## src/rtl/core/aplr_pkg.sv

```systemverilog
// Shared types and constants for the ATA PIO LBA28 read sequencer.
// Holds the phase and burst encodings and the burst descriptor struct.
// No dependencies.
package aplr_pkg;

  // Sequencing constants.
  localparam int WORDS_PER_SECTOR = 256;
  localparam int GRACE_POLLS      = 4;
  localparam int DELAY_READS      = 4;

  localparam logic [7:0] LAST_WORD_IDX = 8'(WORDS_PER_SECTOR - 1);
  localparam logic [2:0] GRACE_LIMIT   = 3'(GRACE_POLLS);
  localparam logic [2:0] DELAY_LIMIT   = 3'(DELAY_READS);

  // Input function codes.
  localparam logic [1:0] FUNC_START  = 2'd0;
  localparam logic [1:0] FUNC_STATUS = 2'd1;
  localparam logic [1:0] FUNC_DATA   = 2'd2;

  // Status register bits.
  localparam logic [7:0] ST_BSY = 8'h80;
  localparam logic [7:0] ST_RDY = 8'h40;
  localparam logic [7:0] ST_DF  = 8'h20;
  localparam logic [7:0] ST_DRQ = 8'h08;
  localparam logic [7:0] ST_ERR = 8'h01;

  // Command and control bytes.
  localparam logic [7:0] CTRL_SRST   = 8'h04;
  localparam logic [7:0] CMD_READ    = 8'h20;
  localparam logic [7:0] SELECT_BASE = 8'hE0;

  // Register offsets: task file 0..7, device control / alternate status 8.
  localparam logic [3:0] REG_DATA     = 4'd0;
  localparam logic [3:0] REG_FEATURES = 4'd1;
  localparam logic [3:0] REG_COUNT    = 4'd2;
  localparam logic [3:0] REG_LBA_LO   = 4'd3;
  localparam logic [3:0] REG_LBA_MID  = 4'd4;
  localparam logic [3:0] REG_LBA_HI   = 4'd5;
  localparam logic [3:0] REG_DEVICE   = 4'd6;
  localparam logic [3:0] REG_COMMAND  = 4'd7;
  localparam logic [3:0] REG_CTRL     = 4'd8;

  typedef enum logic [2:0] {
    KIND_WRITE = 3'd0,
    KIND_RSTAT = 3'd1,
    KIND_RDATA = 3'd2,
    KIND_WORD  = 3'd3,
    KIND_DONE  = 3'd4
  } kind_t;

  typedef enum logic [2:0] {
    PH_IDLE  = 3'd0,
    PH_CHECK = 3'd1,
    PH_RESET = 3'd2,
    PH_POLL  = 3'd3,
    PH_DATA  = 3'd4,
    PH_DELAY = 3'd5
  } phase_t;

  // Pattern of result beats caused by one input beat.
  typedef enum logic [3:0] {
    BURST_NONE,
    BURST_RSTAT,
    BURST_RDATA,
    BURST_WORD_RSTAT,
    BURST_WORD_RDATA,
    BURST_SRST,
    BURST_CMD_POLL,
    BURST_CMD_DONE,
    BURST_DONE
  } burst_t;

  typedef struct packed {
    burst_t      burst;
    logic [27:0] lba;
    logic        drive;
    logic [7:0]  count;
    logic [15:0] word;
    logic [7:0]  secs;
    logic        fail;
  } burst_desc_t;

endpackage

```

## src/rtl/core/ata_pio_lba28_read_sequencer_unit.sv

```systemverilog
// Top level of the host-side ATA PIO LBA28 read sequencer.
// Instantiates aplr_ctrl and aplr_emit; uses aplr_pkg.
//
// A start beat carries an LBA28 address, a sector count and a drive bit; the
// block then asks for device accesses through its result channel (register
// writes, status reads, data reads) and the host answers each read with a
// status or data beat on the input channel. Data words come back out as word
// beats, and each read ends with a finished beat carrying the number of
// sectors read and a failure flag for ERR or DF. Beats that do not fit the
// current phase are accepted and dropped without any result. Every input beat
// that fits the phase is turned into a burst of one to eight result beats,
// which leave at one per cycle while out_ready is high. Each burst passes
// through the one-entry burst queue and then the current-burst register
// before its first beat is offered. The input side stays ready while the
// burst queue is empty, no burst is current or the current burst is handing
// over its last beat, so single-result beats such as status polls stream at
// one per cycle while out_ready is high and a longer burst holds the input
// back. The current-burst register sets the rate, one beat per cycle.
// Polling has no timeout and no host buffer size check is made.
module ata_pio_lba28_read_sequencer_unit (
  input  logic        clk,
  input  logic        rst_n,
  input  logic        in_valid,
  output logic        in_ready,
  input  logic [1:0]  in_func,
  input  logic [27:0] in_lba,
  input  logic [7:0]  in_sector_count,
  input  logic        in_drive,
  input  logic [7:0]  in_status_byte,
  input  logic [15:0] in_data_word,
  output logic        out_valid,
  input  logic        out_ready,
  output logic [2:0]  out_kind,
  output logic [3:0]  out_reg_addr,
  output logic [7:0]  out_write_value,
  output logic [15:0] out_host_word,
  output logic [7:0]  out_sectors_read,
  output logic        out_failed,
  output logic        out_last
);
  import aplr_pkg::*;

  logic        in_accept;
  logic        desc_valid;
  logic        desc_ready;
  burst_desc_t desc;

  // The input side is open whenever the descriptor queue can take a burst.
  assign in_ready  = desc_ready;
  assign in_accept = in_valid && in_ready;

  aplr_ctrl u_ctrl (
    .clk          (clk),
    .rst_n        (rst_n),
    .accept       (in_accept),
    .func         (in_func),
    .lba          (in_lba),
    .sector_count (in_sector_count),
    .drive        (in_drive),
    .status_byte  (in_status_byte),
    .data_word    (in_data_word),
    .desc_valid   (desc_valid),
    .desc         (desc)
  );

  aplr_emit u_emit (
    .clk              (clk),
    .rst_n            (rst_n),
    .desc_valid       (desc_valid),
    .desc             (desc),
    .desc_ready       (desc_ready),
    .out_valid        (out_valid),
    .out_ready        (out_ready),
    .out_kind         (out_kind),
    .out_reg_addr     (out_reg_addr),
    .out_write_value  (out_write_value),
    .out_host_word    (out_host_word),
    .out_sectors_read (out_sectors_read),
    .out_failed       (out_failed),
    .out_last         (out_last)
  );

  // A burst descriptor only ever comes from an accepted input beat.
  a_desc_from_accept: assert property (@(posedge clk) disable iff (!rst_n)
    desc_valid |-> in_accept)
    else $error("burst descriptor without an accepted input beat");

  // The input side only closes when a burst is queued behind a live one.
  a_stall_needs_output: assert property (@(posedge clk) disable iff (!rst_n)
    !in_ready |-> out_valid)
    else $error("input stalled while no result beat is pending");

  // A finished beat always closes its burst.
  a_done_is_last: assert property (@(posedge clk) disable iff (!rst_n)
    (out_valid && out_kind == KIND_DONE) |-> out_last)
    else $error("finished beat not marked last");

  // A word to the host is always followed by a further request.
  a_word_not_last: assert property (@(posedge clk) disable iff (!rst_n)
    (out_valid && out_kind == KIND_WORD) |-> !out_last)
    else $error("host word beat marked last");

endmodule

```

## src/rtl/core/aplr_ctrl.sv

```systemverilog
// Sequencer state and per-beat step logic for the ATA PIO read sequencer.
// Turns each accepted input beat into a burst descriptor; uses aplr_pkg.
module aplr_ctrl (
  input  logic                clk,
  input  logic                rst_n,
  input  logic                accept,
  input  logic [1:0]          func,
  input  logic [27:0]         lba,
  input  logic [7:0]          sector_count,
  input  logic                drive,
  input  logic [7:0]          status_byte,
  input  logic [15:0]         data_word,
  output logic                desc_valid,
  output aplr_pkg::burst_desc_t desc
);
  import aplr_pkg::*;

  phase_t      phase_r, phase_nxt;
  logic [27:0] lba_r, lba_nxt;
  logic        drive_r, drive_nxt;
  logic [7:0]  count_r, count_nxt;
  logic [7:0]  left_r, left_nxt;
  logic [7:0]  done_r, done_nxt;
  logic [7:0]  word_idx_r, word_idx_nxt;
  logic [2:0]  delay_idx_r, delay_idx_nxt;
  logic [2:0]  poll_idx_r, poll_idx_nxt;
  logic        grace_r, grace_nxt;

  logic        do_issue;
  logic        grace_now;
  logic        stop;
  logic [2:0]  delay_inc;

  always_ff @(posedge clk) begin
    if (!rst_n) begin
      phase_r     <= PH_IDLE;
      lba_r       <= '0;
      drive_r     <= 1'b0;
      count_r     <= '0;
      left_r      <= '0;
      done_r      <= '0;
      word_idx_r  <= '0;
      delay_idx_r <= '0;
      poll_idx_r  <= '0;
      grace_r     <= 1'b1;
    end else if (accept) begin
      phase_r     <= phase_nxt;
      lba_r       <= lba_nxt;
      drive_r     <= drive_nxt;
      count_r     <= count_nxt;
      left_r      <= left_nxt;
      done_r      <= done_nxt;
      word_idx_r  <= word_idx_nxt;
      delay_idx_r <= delay_idx_nxt;
      poll_idx_r  <= poll_idx_nxt;
      grace_r     <= grace_nxt;
    end
  end

  always_comb begin
    phase_nxt     = phase_r;
    lba_nxt       = lba_r;
    drive_nxt     = drive_r;
    count_nxt     = count_r;
    left_nxt      = left_r;
    done_nxt      = done_r;
    word_idx_nxt  = word_idx_r;
    delay_idx_nxt = delay_idx_r;
    poll_idx_nxt  = poll_idx_r;
    grace_nxt     = grace_r;
    do_issue      = 1'b0;
    grace_now     = grace_r;
    stop          = 1'b0;
    delay_inc     = delay_idx_r + 3'd1;

    desc.burst = BURST_NONE;
    desc.lba   = lba_r;
    desc.drive = drive_r;
    desc.count = count_r;
    desc.word  = data_word;
    desc.secs  = done_r;
    desc.fail  = 1'b0;

    unique case (phase_r)
      PH_IDLE: begin
        if (func == FUNC_START) begin
          lba_nxt       = lba;
          count_nxt     = sector_count;
          drive_nxt     = drive;
          left_nxt      = sector_count;
          done_nxt      = '0;
          word_idx_nxt  = '0;
          delay_idx_nxt = '0;
          poll_idx_nxt  = '0;
          grace_nxt     = 1'b1;
          desc.burst    = BURST_RSTAT;
          phase_nxt     = PH_CHECK;
        end
      end
      PH_DATA: begin
        if (func == FUNC_DATA) begin
          if (word_idx_r == LAST_WORD_IDX) begin
            done_nxt      = done_r + 8'd1;
            delay_idx_nxt = '0;
            desc.burst    = BURST_WORD_RSTAT;
            phase_nxt     = PH_DELAY;
          end else begin
            word_idx_nxt = word_idx_r + 8'd1;
            desc.burst   = BURST_WORD_RDATA;
          end
        end
      end
      PH_CHECK: begin
        if (func == FUNC_STATUS) begin
          if ((status_byte & (ST_BSY | ST_DRQ)) != 8'h00) begin
            delay_idx_nxt = '0;
            desc.burst    = BURST_SRST;
            phase_nxt     = PH_RESET;
          end else begin
            do_issue = 1'b1;
          end
        end
      end
      PH_RESET: begin
        if (func == FUNC_STATUS) begin
          if (delay_idx_r < DELAY_LIMIT) begin
            delay_idx_nxt = delay_inc;
            desc.burst    = BURST_RSTAT;
          end else if ((status_byte & ST_BSY) == 8'h00 &&
                       (status_byte & ST_RDY) != 8'h00) begin
            do_issue = 1'b1;
          end else begin
            desc.burst = BURST_RSTAT;
          end
        end
      end
      PH_POLL: begin
        if (func == FUNC_STATUS) begin
          // The grace window closes once the poll count has saturated.
          if (grace_r && poll_idx_r >= GRACE_LIMIT) begin
            grace_now = 1'b0;
          end
          grace_nxt = grace_now;
          if (poll_idx_r < GRACE_LIMIT) begin
            poll_idx_nxt = poll_idx_r + 3'd1;
          end
          stop = ((status_byte & ST_BSY) == 8'h00) &&
                 (((status_byte & ST_DRQ) != 8'h00) ||
                  (!grace_now && (status_byte & (ST_ERR | ST_DF)) != 8'h00));
          if (!stop) begin
            desc.burst = BURST_RSTAT;
          end else if ((status_byte & (ST_ERR | ST_DF)) != 8'h00) begin
            desc.burst = BURST_DONE;
            desc.fail  = 1'b1;
            phase_nxt  = PH_IDLE;
          end else begin
            grace_nxt    = 1'b0;
            left_nxt     = left_r - 8'd1;
            word_idx_nxt = '0;
            desc.burst   = BURST_RDATA;
            phase_nxt    = PH_DATA;
          end
        end
      end
      PH_DELAY: begin
        if (func == FUNC_STATUS) begin
          delay_idx_nxt = delay_inc;
          if (delay_inc < DELAY_LIMIT) begin
            desc.burst = BURST_RSTAT;
          end else if (left_r != 8'd0) begin
            poll_idx_nxt = '0;
            desc.burst   = BURST_RSTAT;
            phase_nxt    = PH_POLL;
          end else begin
            desc.burst = BURST_DONE;
            phase_nxt  = PH_IDLE;
          end
        end
      end
      default: begin
        phase_nxt = PH_IDLE;
      end
    endcase

    // Task-file writes and READ command, then either the first poll or an
    // immediate finish when the sector count is zero.
    if (do_issue) begin
      if (left_r == 8'd0) begin
        desc.burst = BURST_CMD_DONE;
        phase_nxt  = PH_IDLE;
      end else begin
        poll_idx_nxt = '0;
        desc.burst   = BURST_CMD_POLL;
        phase_nxt    = PH_POLL;
      end
    end

    desc_valid = accept && (desc.burst != BURST_NONE);
  end

endmodule

```

## src/rtl/core/aplr_emit.sv

```systemverilog
// Result emitter for the ATA PIO read sequencer (uses aplr_pkg): a one-entry
// descriptor queue feeding a burst walker: one result beat per cycle unless stalled.
module aplr_emit (
  input  logic                  clk,
  input  logic                  rst_n,
  input  logic                  desc_valid,
  input  aplr_pkg::burst_desc_t desc,
  output logic                  desc_ready,
  output logic                  out_valid,
  input  logic                  out_ready,
  output logic [2:0]            out_kind,
  output logic [3:0]            out_reg_addr,
  output logic [7:0]            out_write_value,
  output logic [15:0]           out_host_word,
  output logic [7:0]            out_sectors_read,
  output logic                  out_failed,
  output logic                  out_last
);
  import aplr_pkg::*;

  logic        pend_valid_r, pend_valid_nxt;
  burst_desc_t pend_r, pend_nxt;
  logic        cur_valid_r, cur_valid_nxt;
  burst_desc_t cur_r, cur_nxt;
  logic [2:0]  idx_r, idx_nxt;

  logic        take;
  logic        take_last;
  logic        cur_free;
  kind_t       kind;

  assign take      = cur_valid_r && out_ready;
  assign take_last = take && out_last;
  assign cur_free  = !cur_valid_r || take_last;
  assign desc_ready = !pend_valid_r || cur_free;

  always_ff @(posedge clk) begin
    if (!rst_n) begin
      pend_valid_r <= 1'b0;
      cur_valid_r  <= 1'b0;
      idx_r        <= '0;
    end else begin
      pend_valid_r <= pend_valid_nxt;
      cur_valid_r  <= cur_valid_nxt;
      idx_r        <= idx_nxt;
    end
  end

  always_ff @(posedge clk) begin
    pend_r <= pend_nxt;
    cur_r  <= cur_nxt;
  end

  always_comb begin
    pend_valid_nxt = pend_valid_r;
    pend_nxt       = pend_r;
    cur_valid_nxt  = cur_valid_r;
    cur_nxt        = cur_r;
    idx_nxt        = idx_r;

    if (take && !out_last) begin
      idx_nxt = idx_r + 3'd1;
    end else if (take_last) begin
      cur_valid_nxt = 1'b0;
    end

    if (cur_free && pend_valid_r) begin
      cur_nxt        = pend_r;
      cur_valid_nxt  = 1'b1;
      idx_nxt        = '0;
      pend_valid_nxt = 1'b0;
    end

    if (desc_valid && desc_ready) begin
      pend_nxt       = desc;
      pend_valid_nxt = 1'b1;
    end
  end

  // Beat decode from the current descriptor and position within the burst.
  always_comb begin
    kind             = KIND_WRITE;
    out_reg_addr     = REG_DATA;
    out_write_value  = 8'h00;
    out_host_word    = 16'h0000;
    out_sectors_read = 8'h00;
    out_failed       = 1'b0;
    out_last         = 1'b0;

    unique case (cur_r.burst)
      BURST_RSTAT: begin
        kind         = KIND_RSTAT;
        out_reg_addr = REG_CTRL;
        out_last     = 1'b1;
      end
      BURST_RDATA: begin
        kind     = KIND_RDATA;
        out_last = 1'b1;
      end
      BURST_WORD_RSTAT, BURST_WORD_RDATA: begin
        if (idx_r == 3'd0) begin
          kind          = KIND_WORD;
          out_host_word = cur_r.word;
        end else begin
          out_last = 1'b1;
          if (cur_r.burst == BURST_WORD_RSTAT) begin
            kind         = KIND_RSTAT;
            out_reg_addr = REG_CTRL;
          end else begin
            kind = KIND_RDATA;
          end
        end
      end
      BURST_SRST: begin
        out_reg_addr = REG_CTRL;
        unique case (idx_r)
          3'd0:    out_write_value = CTRL_SRST;
          3'd1:    out_write_value = 8'h00;
          default: begin
            kind     = KIND_RSTAT;
            out_last = 1'b1;
          end
        endcase
      end
      BURST_CMD_POLL, BURST_CMD_DONE: begin
        unique case (idx_r)
          3'd0: begin
            out_reg_addr    = REG_DEVICE;
            out_write_value = SELECT_BASE | {3'b000, cur_r.drive, cur_r.lba[27:24]};
          end
          3'd1: out_reg_addr = REG_FEATURES;
          3'd2: begin
            out_reg_addr    = REG_COUNT;
            out_write_value = cur_r.count;
          end
          3'd3: begin
            out_reg_addr    = REG_LBA_LO;
            out_write_value = cur_r.lba[7:0];
          end
          3'd4: begin
            out_reg_addr    = REG_LBA_MID;
            out_write_value = cur_r.lba[15:8];
          end
          3'd5: begin
            out_reg_addr    = REG_LBA_HI;
            out_write_value = cur_r.lba[23:16];
          end
          3'd6: begin
            out_reg_addr    = REG_COMMAND;
            out_write_value = CMD_READ;
          end
          default: begin
            out_last = 1'b1;
            if (cur_r.burst == BURST_CMD_POLL) begin
              kind         = KIND_RSTAT;
              out_reg_addr = REG_CTRL;
            end else begin
              kind             = KIND_DONE;
              out_sectors_read = cur_r.secs;
            end
          end
        endcase
      end
      BURST_DONE: begin
        kind             = KIND_DONE;
        out_sectors_read = cur_r.secs;
        out_failed       = cur_r.fail;
        out_last         = 1'b1;
      end
      default: begin
        out_last = 1'b1;
      end
    endcase
  end

  assign out_valid = cur_valid_r;
  assign out_kind  = kind;

endmodule
```

## config.mk

```make
export PLATFORM = sky130hd
export DESIGN_NAME = ata_pio_lba28_read_sequencer_unit
export DESIGN_NICKNAME = d
export VERILOG_FILES = /design/src/rtl/core/aplr_pkg.sv /design/src/rtl/core/ata_pio_lba28_read_sequencer_unit.sv /design/src/rtl/core/aplr_ctrl.sv /design/src/rtl/core/aplr_emit.sv
export SDC_FILE = /design/constraint.sdc
export NUM_CORES = 1
export LEC_CHECK = 0
export ABC_AREA = 1
export ABC_CLOCK_PERIOD_IN_PS = 12800
export BUFFER_PORTS_ARGS = -buffer_cell sky130_fd_sc_hd__buf_2
export CAP_MARGIN = 20
export CORE_MARGIN = 10
export CORE_UTILIZATION = 60
export DETAILED_ROUTE_END_ITERATION = 7
export HOLD_SLACK_MARGIN = 0.15
export PLACE_DENSITY = 0.89
export SLEW_MARGIN = 40
export SYNTH_ARGS = -nofsm -noshare
export SYNTH_HDL_FRONTEND = slang
export SYNTH_SLANG_ARGS = --single-unit
```

## constraint.sdc

```tcl
create_clock -name clk -period 12.8 [get_ports clk]
set_input_delay 2.56 -clock clk [delete_from_list [all_inputs] [get_ports clk]]
set_output_delay 2.56 -clock clk [all_outputs]
set_load 0.005 [all_outputs]
```

## Word-level counts from Yosys, hierarchy flattened

Index checks and enable logic that the tools add are counted.

| storage, ports and cells | value |
|---|---|
| output and inout bits | 43 |
| input bits | 67 |
| bits in registers | 208 |

| operators by class | value |
|---|---|
| add/sub/neg operators | 6 |
| eq/ne operators | 45 |
| muxes and demuxes | 108 |
| reductions and logical operators | 48 |
| bitwise operators | 1 |
| order comparisons | 4 |

Operators with widths:

| operator | number |
|---|---|
| $mux 8 | 14 |
| $mux 3 | 33 |
| $pmux 8 s2 | 4 |
| $mux 4 | 14 |
| $pmux 8 s6 | 1 |
| $pmux 3 s6 | 2 |
| $mux 16 | 2 |
| $pmux 4 s7 | 1 |
| $mux 1 | 26 |
| $ne 3x1->1 const B | 8 |
| $pmux 4 s6 | 1 |
| $pmux 8 s3 | 1 |
| $reduce_bool 8->1 | 3 |
| $ne 2x1->1 const B | 11 |
| $add 8x1->8 const B | 2 |
| $eq 4x3->1 const B | 4 |
| $logic_not 8->1 | 2 |
| $eq 3x3->1 const B | 5 |
| $pmux 3 s5 | 1 |
| $eq 3x2->1 const B | 4 |
| $pmux 4 s3 | 1 |
| $logic_and 1x1->1 | 11 |
| $reduce_and 11->1 | 1 |
| $reduce_and 10->1 | 1 |
| 34 further kinds | 59 |

## Longest topological paths before layout

Gate-level depths: netlist of the first run.

| depth | value |
|---|---|
| word-level depth | 17 |
| depth in mapped cells | 16 |
| gate-level depth less buffers | 13 |

## By module

From an unflattened synthesis of the first run, not the netlist that was laid out.

| unflattened totals | value |
|---|---|
| cell total of the unflattened synthesis | 918 |
| area, all modules | 8927.3 µm² |

By module, submodules not included:

| module | cells each | times used | area an instance (µm²) | seq. area each (µm²) |
|---|---|---|---|---|
| aplr_emit | 346 | 1 | 5185.0 | 4063.9 |
| aplr_ctrl | 570 | 1 | 3734.8 | 1421.4 |
| ata_pio_lba28_read_sequencer_unit | 2 | 1 | 7.5 | 0.0 |

## Worst setup path after synthesis of the first run

No wires, ideal clock.

| timing | value |
|---|---|
| path kind | input-to-reg |
| start | input port out_ready |
| end | register u_emit.cur_r[0] (netlist name) (enable) |
| stages on the path | 2 |
| path buffers | 0 |
| path slack | 6909 ps |
| arrival | 5401 ps |
| setup time | 490 ps |
| cells stage by stage | a21oi_1 nor2_1 |

| between the ends | value |
|---|---|
| word-level cells in the longest chain between the ends | 4 |

Ends and longest elaborated chain:

| element | line | RTL |
|---|---|---|
| start: declaration | ata_pio_lba28_read_sequencer_unit.sv:32 | `input logic out_ready,` |
| $logic_and 1x1->1 | aplr_emit.sv:32 | `assign take = cur_valid_r && out_ready;` |
| $logic_and 1x1->1 | aplr_emit.sv:33 | `assign take_last = take && out_last;` |
| $logic_or 1x1->1 | aplr_emit.sv:34 | `assign cur_free = !cur_valid_r \|\| take_last;` |
| $logic_and 1x1->1 | aplr_emit.sv:67 | `if (cur_free && pend_valid_r) begin` |
| end signal: assignment | aplr_emit.sv:51 | `cur_r <= cur_nxt;` |
| end: declaration | aplr_emit.sv:24 | `burst_desc_t cur_r, cur_nxt;` |

No other way between the ends.
A chain may end at the register's enable or synchronous reset.

## Worst setup path after layout of the first run

| timing | value |
|---|---|
| start | input port out_ready |
| end | output port in_ready |

| between the ends | value |
|---|---|
| word-level cells in the longest chain between the ends | 4 |

Ends and longest elaborated chain:

| element | line | RTL |
|---|---|---|
| $logic_and 1x1->1 | aplr_emit.sv:32 |  |
| $logic_and 1x1->1 | aplr_emit.sv:33 |  |
| $logic_or 1x1->1 | aplr_emit.sv:34 |  |
| $logic_or 1x1->1 | aplr_emit.sv:35 | `assign desc_ready = !pend_valid_r \|\| cur_free;` |
| end: declaration | ata_pio_lba28_read_sequencer_unit.sv:24 | `output logic in_ready,` |

No other way between the ends.

==> impl_metrics.json, run 1 <==
{
  "htreeDepth": 1,
  "reg2reg_from": "u_emit.idx_r[0]",
  "nNetsFinal": 1061,
  "synthDistinctLibCells": 39,
  "postRouteAntennaNets": 0,
  "ir_drop_v": 0.000137,
  "hpwl_um": 13000,
  "grt_usage": 0.187,
  "rrSetupSlack_ns": 9.12,
  "path_cells": "buf_2, nand2_1, nand3_2, buf_2",
  "first_global_vias": 6261,
  "ios": 110,
  "io_buffer_count": 106,
  "yosys_warnings": 0,
  "start_kind": "input port",
  "path_buf_inv": 2,
  "dp_slack_ns": 6.79,
  "clk_path_buf_depth": 3,
  "grt_overflow_total": 0,
  "ys_ff_latch": 208,
  "p_per_area_nw_per_um2": 183,
  "initial_core_util": 0.606,
  "finClkSkew_ns": 0.0126,
  "first_pass_iters": 6,
  "fin_setup_tns_ns": 0,
  "hold_slack_ns": 0.416,
  "grt_antenna_before_repair": 0,
  "final_common_cell": "nand2_1",
  "cp_num_cells": 4,
  "drv_cap": 0,
  "clk_pin_slew_ns": 0.06,
  "yosys_most_used_dff": "edfxtp_1",
  "required_ns": 10.24,
  "dieWidth_um": 141,
  "busiest_layer": "met2",
  "period_share": 0.478,
  "final.min_clock_period_ns": 6.11,
  "rows": 44,
  "gr-usage-met2": 0.317,
  "coreArea_um2": 14400,
  "hold_viol": 0,
  "grt_use_met1": 0.232,
  "drtIter0Drc": 506,
  "areaGrowthSynthToFinish_pct": 14.9,
  "power_mw": 1.84,
  "rsz0062_at_grt": "false",
  "vias": 6536,
  "critPathLaunch": "out_ready",
  "critical_path_class": "input port to primary output",
  "crit_path_max_fanout": 20,
  "final_layout_size_suffix_gt1_frac": 0.164,
  "avgSynthCellArea_um2": 9.89,
  "max_clock_freq_mhz": 164,
  "grt_pass1_wl_um": 30800,
  "wirelength_um": 19400,
  "grt_max_degree": 66,
  "hold_buffers": 0,
  "endpoint_kind": "primary output",
  "outcome": "finished clean",
  "clock_sinks": 208,
  "root_buffer": "clkbuf_16",
  "routedWlPerCell_um": 16.4,
  "slowest_delay_ns": 0.45,
  "endpoint": "in_ready",
  "gp_congestion": 0.904,
  "tightest_slew_ns": 0.820,
  "viasPerCell": 5.52,
  "crit_family": "simple AND/OR/NAND/NOR gates",
  "syn_area_um2": 8740,
  "die_area_um2": 19800,
  "maxSlewHeadroom": 0.452,
  "setup_violations": 0,
  "synth-seq-area-share": 0.628,
  "post-cts-setup-buffers": 0,
  "cts_buffers": 21,
  "clk-insertion-delay-late_ns": 0.49,
  "async_reset_ff_frac": 0,
  "route.detailed.drc": 0,
  "die_y_um": 141,
  "cts_tree": "built",
  "final_cell_mix": "198 x nand2_1, 132 x edfxtp_1, 108 x nor2_1",
  "hold_class": "register to register",
  "use_met3": 0.0400,
  "synth_cells": 883,
  "arrival_ns": 3.55,
  "drv_slew": 0,
  "r2r_cells": 13,
  "layout_setup_ws_ns": 6.69,
  "slowest_stage": "nand3_2",
  "ctsResizeCount": 0,
  "syn_nets": 960,
  "synth-edff-count": 132,
  "p_leak_nw": 4.09,
  "path_common_cell": "buf_2",
  "r2r-end": "u_emit.pend_r[50]"
}
through the flow:
step / instances / util / instance area [um2]
global route: 1183 / 0.696 / 10000
global placement: 1145 / 0.647 / 9340
detailed placement: 1145 / 0.647 / 9340
CTS: 1183 / 0.695 / 10000
finish: 1184 / 0.696 / 10000
floorplan: 883 / - / 8740
layer usage:
layer,vias up,part of all wire
met5,-,0
met4,0,0.025
met3,44,0.088
met2,313,0.49
met1,2995,0.40
li1,3184,-
flip-flops by register name, summed over array words and instances, names as in the netlist:
| register | cells |
|---|---|
| u_ctrl.count_r | 8 |
| u_ctrl.delay_idx_r | 3 |
| u_ctrl.done_r | 8 |
| u_ctrl.drive_r | 1 |
| u_ctrl.grace_r | 1 |
| u_ctrl.lba_r | 28 |
| u_ctrl.left_r | 8 |
| u_ctrl.phase_r | 3 |
| u_ctrl.poll_idx_r | 3 |
| u_ctrl.word_idx_r | 8 |
| u_emit.cur_r | 66 |
| u_emit.idx_r | 3 |
| u_emit.out_valid | 1 |
| u_emit.pend_r | 66 |
| u_emit.pend_valid_r | 1 |
synth_stat cells (2+ instances only):
cell type / instances / area share
nand2_1: 198 / 0.085
edfxtp_1: 132 / 0.45
nor2_1: 109 / 0.047
inv_1: 77 / 0.033
dfxtp_1: 76 / 0.17
a21oi_1: 70 / 0.040
nand3_1: 67 / 0.038
o21ai_0: 22 / 0.013
clkbuf_1: 17 / 0.0073
nand4_1: 13 / 0.0093
xor2_1: 12 / 0.012
ha_1: 10 / 0.014
buf_6: 8 / 0.010
o21bai_1: 8 / 0.0069
nand3_2: 7 / 0.0080
o211ai_1: 7 / 0.0060
a221oi_1: 6 / 0.0060
nor2_2: 5 / 0.0036
a31oi_1: 4 / 0.0029
buf_2: 4 / 0.0023
nor3_1: 4 / 0.0023
buf_4: 3 / 0.0026
xnor2_1: 3 / 0.0030
a22o_1: 2 / 0.0020
a41oi_1: 2 / 0.0020
inv_2: 2 / 0.00086
nand3b_1: 2 / 0.0017
nor3b_1: 2 / 0.0017
final cells by class:
type                       instances  area, um2
clock inverter                     9        109
clock buffer                      29        576
multi-input combinational        563       2770
fill                            1014       4390
tap                              184        230
timing repair buffer             110        564
antenna                            1       2.50
sequential                       208       5490
inverter                          80        300
where the power goes:
part / switching [mW] / internal [mW] / leakage, nW
registers: 0.0450 / 0.837 / 1.84
clock network: 0.245 / 0.358 / 0.334
logic: 0.248 / 0.108 / 1.91
total: 0.538 / 1.30 / 4.09
how the worst min path moves through the flow:
stage | from | to | slack (ns) | cells past startpoint
after floorplan | u_emit.pend_r[0] | u_emit.cur_r[0] | 0.40 | 0
after global placement | u_emit.pend_r[37] | u_emit.cur_r[37] | 0.40 | 0
after detailed placement | u_emit.pend_r[11] | u_emit.cur_r[11] | 0.40 | 0
after CTS | u_emit.pend_r[38] | u_emit.cur_r[38] | 0.42 | 0
after global routing | u_emit.pend_r[8] | u_emit.cur_r[8] | 0.42 | 0
final | u_emit.pend_r[36] | u_emit.cur_r[36] | 0.42 | 0
kinds of logic (layout without fill, tap and decap cells):
group | after synthesis | count (layout) | share of synthesized area
simple gates | 414 | 414 | 0.205
flops | 208 | 208 | 0.628
compound gates | 124 | 124 | 0.0811
buf+inv | 112 | 228 | 0.0569
xor+xnor | 15 | 15 | 0.0150
fa+ha+maj | 10 | 10 | 0.0143
other cells | 0 | 1 | 0
Note: power is estimated with default switching activity, not from simulation.
==> run 2, diff against run 1 <==
ABC_AREA = 0   (was 1)
ABC_CLOCK_PERIOD_IN_PS = 5960   (was 12800)
CORE_UTILIZATION = 57   (was 60)
PLACE_DENSITY = 0.86   (was 0.89)
clock period = 5.96 ns   (was 12.8 ns; I/O delays follow)
==> impl_metrics.json, run 2 <==
{
  "grt_antenna_before_repair": 0,
  "wirelength_um": 18000,
  "first_global_vias": 5733,
  "hold_buffers": 0,
  "die_y_um": 142,
  "synth_cells": 738,
  "viasPerCell": 5.74,
  "max_clock_freq_mhz": 214,
  "muxShareOfSynthArea": 0.00594,
  "avgSynthCellArea_um2": 11.4,
  "slowest_stage": "dfxtp_1",
  "clk-insertion-delay-late_ns": 0.48,
  "grt_pass1_wl_um": 29000,
  "synth_simple_gate_area_frac": 0.158,
  "synth.area.top_cells": "edfxtp_1 47%, dfxtp_1 18%, nand2_1 5.0%",
  "syn_area_um2": 8420,
  "final.min_clock_period_ns": 4.67,
  "first_pass_iters": 5,
  "synth_compound_gate_area_share": 0.139,
  "final_cells": 1034,
  "synth-xor-area-share": 0.00416,
  "fin_setup_tns_ns": 0,
  "syn_nets": 815,
  "ir_drop_v": 0.000184,
  "ios": 110,
  "placed_cell_area_um2": 9130,
  "endpoint_kind": "primary output",
  "htreeDepth": 1,
  "hpwl_um": 12500,
  "start_kind": "register",
  "initial_core_util": 0.580,
  "clk_path_buf_depth": 3,
  "route.detailed.drc": 0,
  "hold_viol": 0,
  "grt_max_degree": 68,
  "async_reset_ff_frac": 0,
  "regArea_um2": 5490,
  "final_cell_mix": "132 x edfxtp_1, 113 x nand2_1, 106 x buf_2",
  "synth-seq-area-share": 0.651,
  "io_buffer_count": 106,
  "nNetsFinal": 913,
  "crit_path_max_fanout": 20,
  "final_area_um2": 9770,
  "critical_path_class": "register to primary output",
  "placed_cells": 998,
  "drtIter0Drc": 700,
  "rrSetupSlack_ns": 1.80,
  "yosys_most_used_dff": "edfxtp_1",
  "layout_setup_ws_ns": 1.29,
  "yosys-top-cells-count": "132 x edfxtp_1, 113 x nand2_1, 77 x a21oi_1",
  "endpoint": "out_sectors_read[3]",
  "path_buf_inv": 2,
  "reg2reg_from": "u_emit.idx_r[2]",
  "drv_cap": 0,
  "finClkSkew_ns": 0.0142,
  "required_ns": 4.77,
  "gp_congestion": 0.964,
  "multiInputGateArea_um2": 2760,
  "arrival_ns": 3.48,
  "ys_ff_latch": 208,
  "min_from": "u_emit.pend_r[54]",
  "r2r_cells": 8,
  "areaGrowthSynthToFinish_pct": 15.9,
  "dieWidth_um": 142,
  "r2r-end": "u_emit.cur_r[28]",
  "path_cells": "inv_1, ha_1, or4_4, o41ai_2, and2_1, buf_2",
  "tightest_slew_ns": 0.738,
  "p_per_area_nw_per_um2": 303,
  "vias": 5939,
  "clk_pin_slew_ns": 0.06,
  "root_buffer": "clkbuf_16",
  "slowest_delay_ns": 0.72,
  "synth.largest_area_cell": "edfxtp_1",
  "cts_buffers": 20,
  "outcome": "finished clean",
  "final_layout_size_suffix_gt1_frac": 0.191,
  "grt_overflow_total": 0,
  "post-cts-setup-buffers": 0,
  "synth_top_cell_area_share": 0.471,
  "setup_violations": 0,
  "die_area_um2": 20000,
  "largestRegisters": "u_emit.cur_r (66), u_emit.pend_r (66), u_ctrl.lba_r (28)",
  "p_leak_nw": 3.57,
  "synthAdderAreaFrac": 0.0149,
  "synth_most_common_cell": "edfxtp_1",
  "synthDistinctLibCells": 67,
  "synth_top_family_by_area": "simple AND/OR/NAND/NOR gates",
  "antenna_cells": 0,
  "drv_slew": 0,
  "rsz0062_at_grt": "false",
  "routedWlPerCell_um": 17.4,
  "synth-edff-count": 132,
  "yosys_warnings": 0,
  "hold_class": "register to register",
  "cp_num_cells": 6,
  "postRouteAntennaNets": 0,
  "critPathLaunch": "u_emit.idx_r[2]",
  "grt_usage": 0.174,
  "period_share": 0.784,
  "rows": 44,
  "maxSlewHeadroom": 0.507,
  "clock_sinks": 208,
  "ctsResizeCount": 0,
  "cts_tree": "built",
  "dp_slack_ns": 1.82,
  "coreArea_um2": 14500,
  "crit_family": "simple AND/OR/NAND/NOR gates",
  "nFillCells": 1089,
  "final_common_cell": "edfxtp_1",
  "hold_slack_ns": 0.418
}
run 2: per-layer routing:
| metal | vias to the layer above | track usage | share of wire |
|---|---|---|---|
| li1 | 2909 | - | - |
| met1 | 2790 | 0.224 | 0.43 |
| met2 | 210 | 0.288 | 0.48 |
| met3 | 30 | 0.0384 | 0.071 |
| met4 | 0 | 0.0522 | 0.020 |
| met5 | - | 0 | 0 |
run 2: kinds of logic after synthesis:
group / after synthesis
flops: 208
buf+inv: 59
fa+ha+maj: 10
mux: 5
xor+xnor: 4
compound gates: 182
simple gates: 270
run 2: where the power goes:
part / internal (mW) / leakage, nW / total (mW) / switching (mW)
registers: 1.59 / 1.82 / 1.62 / 0.0249
clock network: 0.683 / 0.309 / 1.18 / 0.495
logic: 0.0605 / 1.43 / 0.169 / 0.108
run 2: area by class of cell:
class,instances,area share
Sequential cell,208,0.562
Clock buffer,29,0.0600
Multi-Input combinational cell,471,0.283
Timing Repair Buffer,112,0.0593
Clock inverter,7,0.00372
Inverter,23,0.00884
Tap cell,184,0.0236
run 2: metrics by stage:
stage                     total power, mW   util
after CTS                            2.98  0.671
after floorplan                      1.75      -
final                                2.96  0.672
after global routing                 3.08  0.672
after detailed placement             1.81  0.628
after global placement               1.81  0.627
run 2: worst min path at each step:
stage	endpoint	cells after the start	slack, ns
finish	u_emit.cur_r[54]	0	0.42
global route	u_emit.cur_r[54]	0	0.42
global placement	u_emit.cur_r[7]	0	0.40
detailed placement	u_emit.cur_r[10]	0	0.40
CTS	u_emit.cur_r[59]	0	0.42
floorplan	u_emit.cur_r[0]	0	0.40
run 2: worst reg2reg max path, delay by kind of cell, from the launching register on:
family | cells | cell delay, ns
AO/OA/AOI/OAI | 1 | 0.17
adder cells (fa/ha/maj) | 1 | 0.43
flip-flops | 1 | 0.72
buffers and inverters | 2 | 0.84
AND/OR/NAND/NOR | 4 | 1.63
==> run 3, diff against run 2 <==
ABC_CLOCK_PERIOD_IN_PS = 4300   (was 5960)
CORE_UTILIZATION = 52   (was 57)
PLACE_DENSITY = 0.83   (was 0.86)
clock period = 4.3 ns   (was 5.96 ns; I/O delays follow)
==> impl_metrics.json, run 3 (synthesis gave the netlist of run 2 again) <==
{
  "grt_pass1_wl_um": 29800,
  "placed_cells": 1036,
  "largestRegisters": "u_emit.cur_r (66), u_emit.pend_r (66), u_ctrl.lba_r (28)",
  "grt_usage": 0.166,
  "final_common_cell": "edfxtp_1",
  "max_clock_freq_mhz": 257,
  "route.detailed.drc": 0,
  "setup_violations": 0,
  "fin_setup_tns_ns": 0,
  "wirelength_um": 19000,
  "required_ns": 3.44,
  "areaGrowthSynthToFinish_pct": 17.6,
  "post-cts-setup-buffers": 0,
  "finClkSkew_ns": 0.00728,
  "path_cells": "ha_1, ha_1, or4_4, o41ai_1, buf_4, and2_1, buf_2",
  "start_kind": "register",
  "routedWlPerCell_um": 17.7,
  "ctsResizeCount": 0,
  "hold_class": "register to register",
  "maxSlewHeadroom": 0.445,
  "post-route-util": 0.624,
  "reg2reg_from": "u_emit.idx_r[0]",
  "holdPathEnd": "u_emit.cur_r[1]",
  "clk_path_buf_depth": 3,
  "initial_core_util": 0.530,
  "ios": 110,
  "crit_family": "simple AND/OR/NAND/NOR gates",
  "die_area_um2": 21700,
  "first_global_vias": 5801,
  "min_from": "u_emit.pend_r[1]",
  "p_per_area_nw_per_um2": 431,
  "io_buffer_count": 106,
  "antenna_cells": 0,
  "path_buf_inv": 2,
  "nNetsFinal": 920,
  "r2r-end": "u_emit.pend_r[43]",
  "hold_buffers": 0,
  "critical_path_class": "register to primary output",
  "period_share": 0.905,
  "first_pass_iters": 5,
  "cts_buffers": 21,
  "hold_viol": 0,
  "slowest_stage": "or4_4",
  "slowest_delay_ns": 0.65,
  "path_common_cell": "ha_1",
  "clk-insertion-delay-late_ns": 0.49,
  "arrival_ns": 3.03,
  "grt_antenna_before_repair": 0,
  "outcome": "finished clean",
  "root_buffer": "clkbuf_16",
  "rrSetupSlack_ns": 0.91,
  "cts_tree": "built",
  "die_y_um": 147,
  "tightest_slew_ns": 0.828,
  "hpwl_um": 12600,
  "drv_cap": 0,
  "endpoint_kind": "primary output",
  "drv_slew": 0,
  "crit_path_max_fanout": 12,
  "vias": 6023,
  "hold_depth": 0,
  "drtIter0Drc": 571,
  "r2r_cells": 8,
  "ir_drop_v": 0.000283,
  "clock_sinks": 208,
  "final.min_clock_period_ns": 3.89,
  "rsz0062_at_grt": "false",
  "p_leak_nw": 3.62,
  "grt_overflow_total": 0,
  "grt_max_degree": 68,
  "viasPerCell": 5.61,
  "gp_congestion": 0.944,
  "dieWidth_um": 147,
  "clk_pin_slew_ns": 0.06,
  "final_cells": 1074,
  "coreArea_um2": 15900,
  "final_layout_size_suffix_gt1_frac": 0.193,
  "htreeDepth": 1,
  "final_cell_mix": "132 x edfxtp_1, 113 x nand2_1, 106 x buf_2",
  "postRouteAntennaNets": 0,
  "rows": 46
}
-- run 3: through the flow --
step                power [mW]  hold slack [ns]  setup WS (ns)  cell area (um2)
global placement          2.51            0.400           1.01             9220
global route              4.41            0.421          0.233             9910
detailed placement        2.52            0.405          0.930             9230
CTS                       4.30            0.418          0.360             9910
floorplan                 2.42            0.400          0.265             8440
finish                    4.27            0.417          0.409             9910
-- run 3: worst register-to-register path, delay by kind of cell, from the launching register on --
kind	cells	cell delay, ns
and+or+nand+nor	2	0.84
AOI/OAI and AO/OA	3	0.85
DFF	1	0.37
buffers and inverters	1	0.35
adders and majority gates	2	0.62
-- run 3: area by class of cell --
type / instances / area, um2
fill: 1232 / 5980
sequential: 208 / 5490
multi-input combinational: 471 / 2740
timing repair buffer: 118 / 646
clock buffer: 26 / 566
tap: 216 / 270
clock inverter: 12 / 114
inverter: 23 / 86.3
-- run 3: worst max path at each step --
stage | to | depth (start not counted) | start | slack [ns]
floorplan | u_emit.cur_r[0] | 8 | u_emit.idx_r[2] | 0.27
global placement | out_sectors_read[3] | 7 | u_emit.idx_r[0] | 1.01
detailed placement | out_sectors_read[6] | 7 | u_emit.idx_r[0] | 0.93
CTS | out_sectors_read[2] | 7 | u_emit.idx_r[0] | 0.36
global route | out_sectors_read[1] | 7 | u_emit.idx_r[0] | 0.23
finish | out_sectors_read[2] | 7 | u_emit.idx_r[0] | 0.41
-- run 3: report_power, final --
part	total [mW]	leakage [nW]	internal [mW]	switching [mW]
clock	1.79	0.337	1.06	0.729
combinational	0.241	1.46	0.0880	0.153
sequential	2.24	1.82	2.21	0.0344
total	4.27	3.62	3.35	0.917
-- run 3: per-layer routing --
metal | up-vias | global-route usage | share of wire
met5 | - | 0 | 0
met1 | 2829 | 0.214 | 0.42
li1 | 2924 | - | -
met4 | 0 | 0.0560 | 0.025
met3 | 40 | 0.0335 | 0.076
met2 | 230 | 0.272 | 0.48
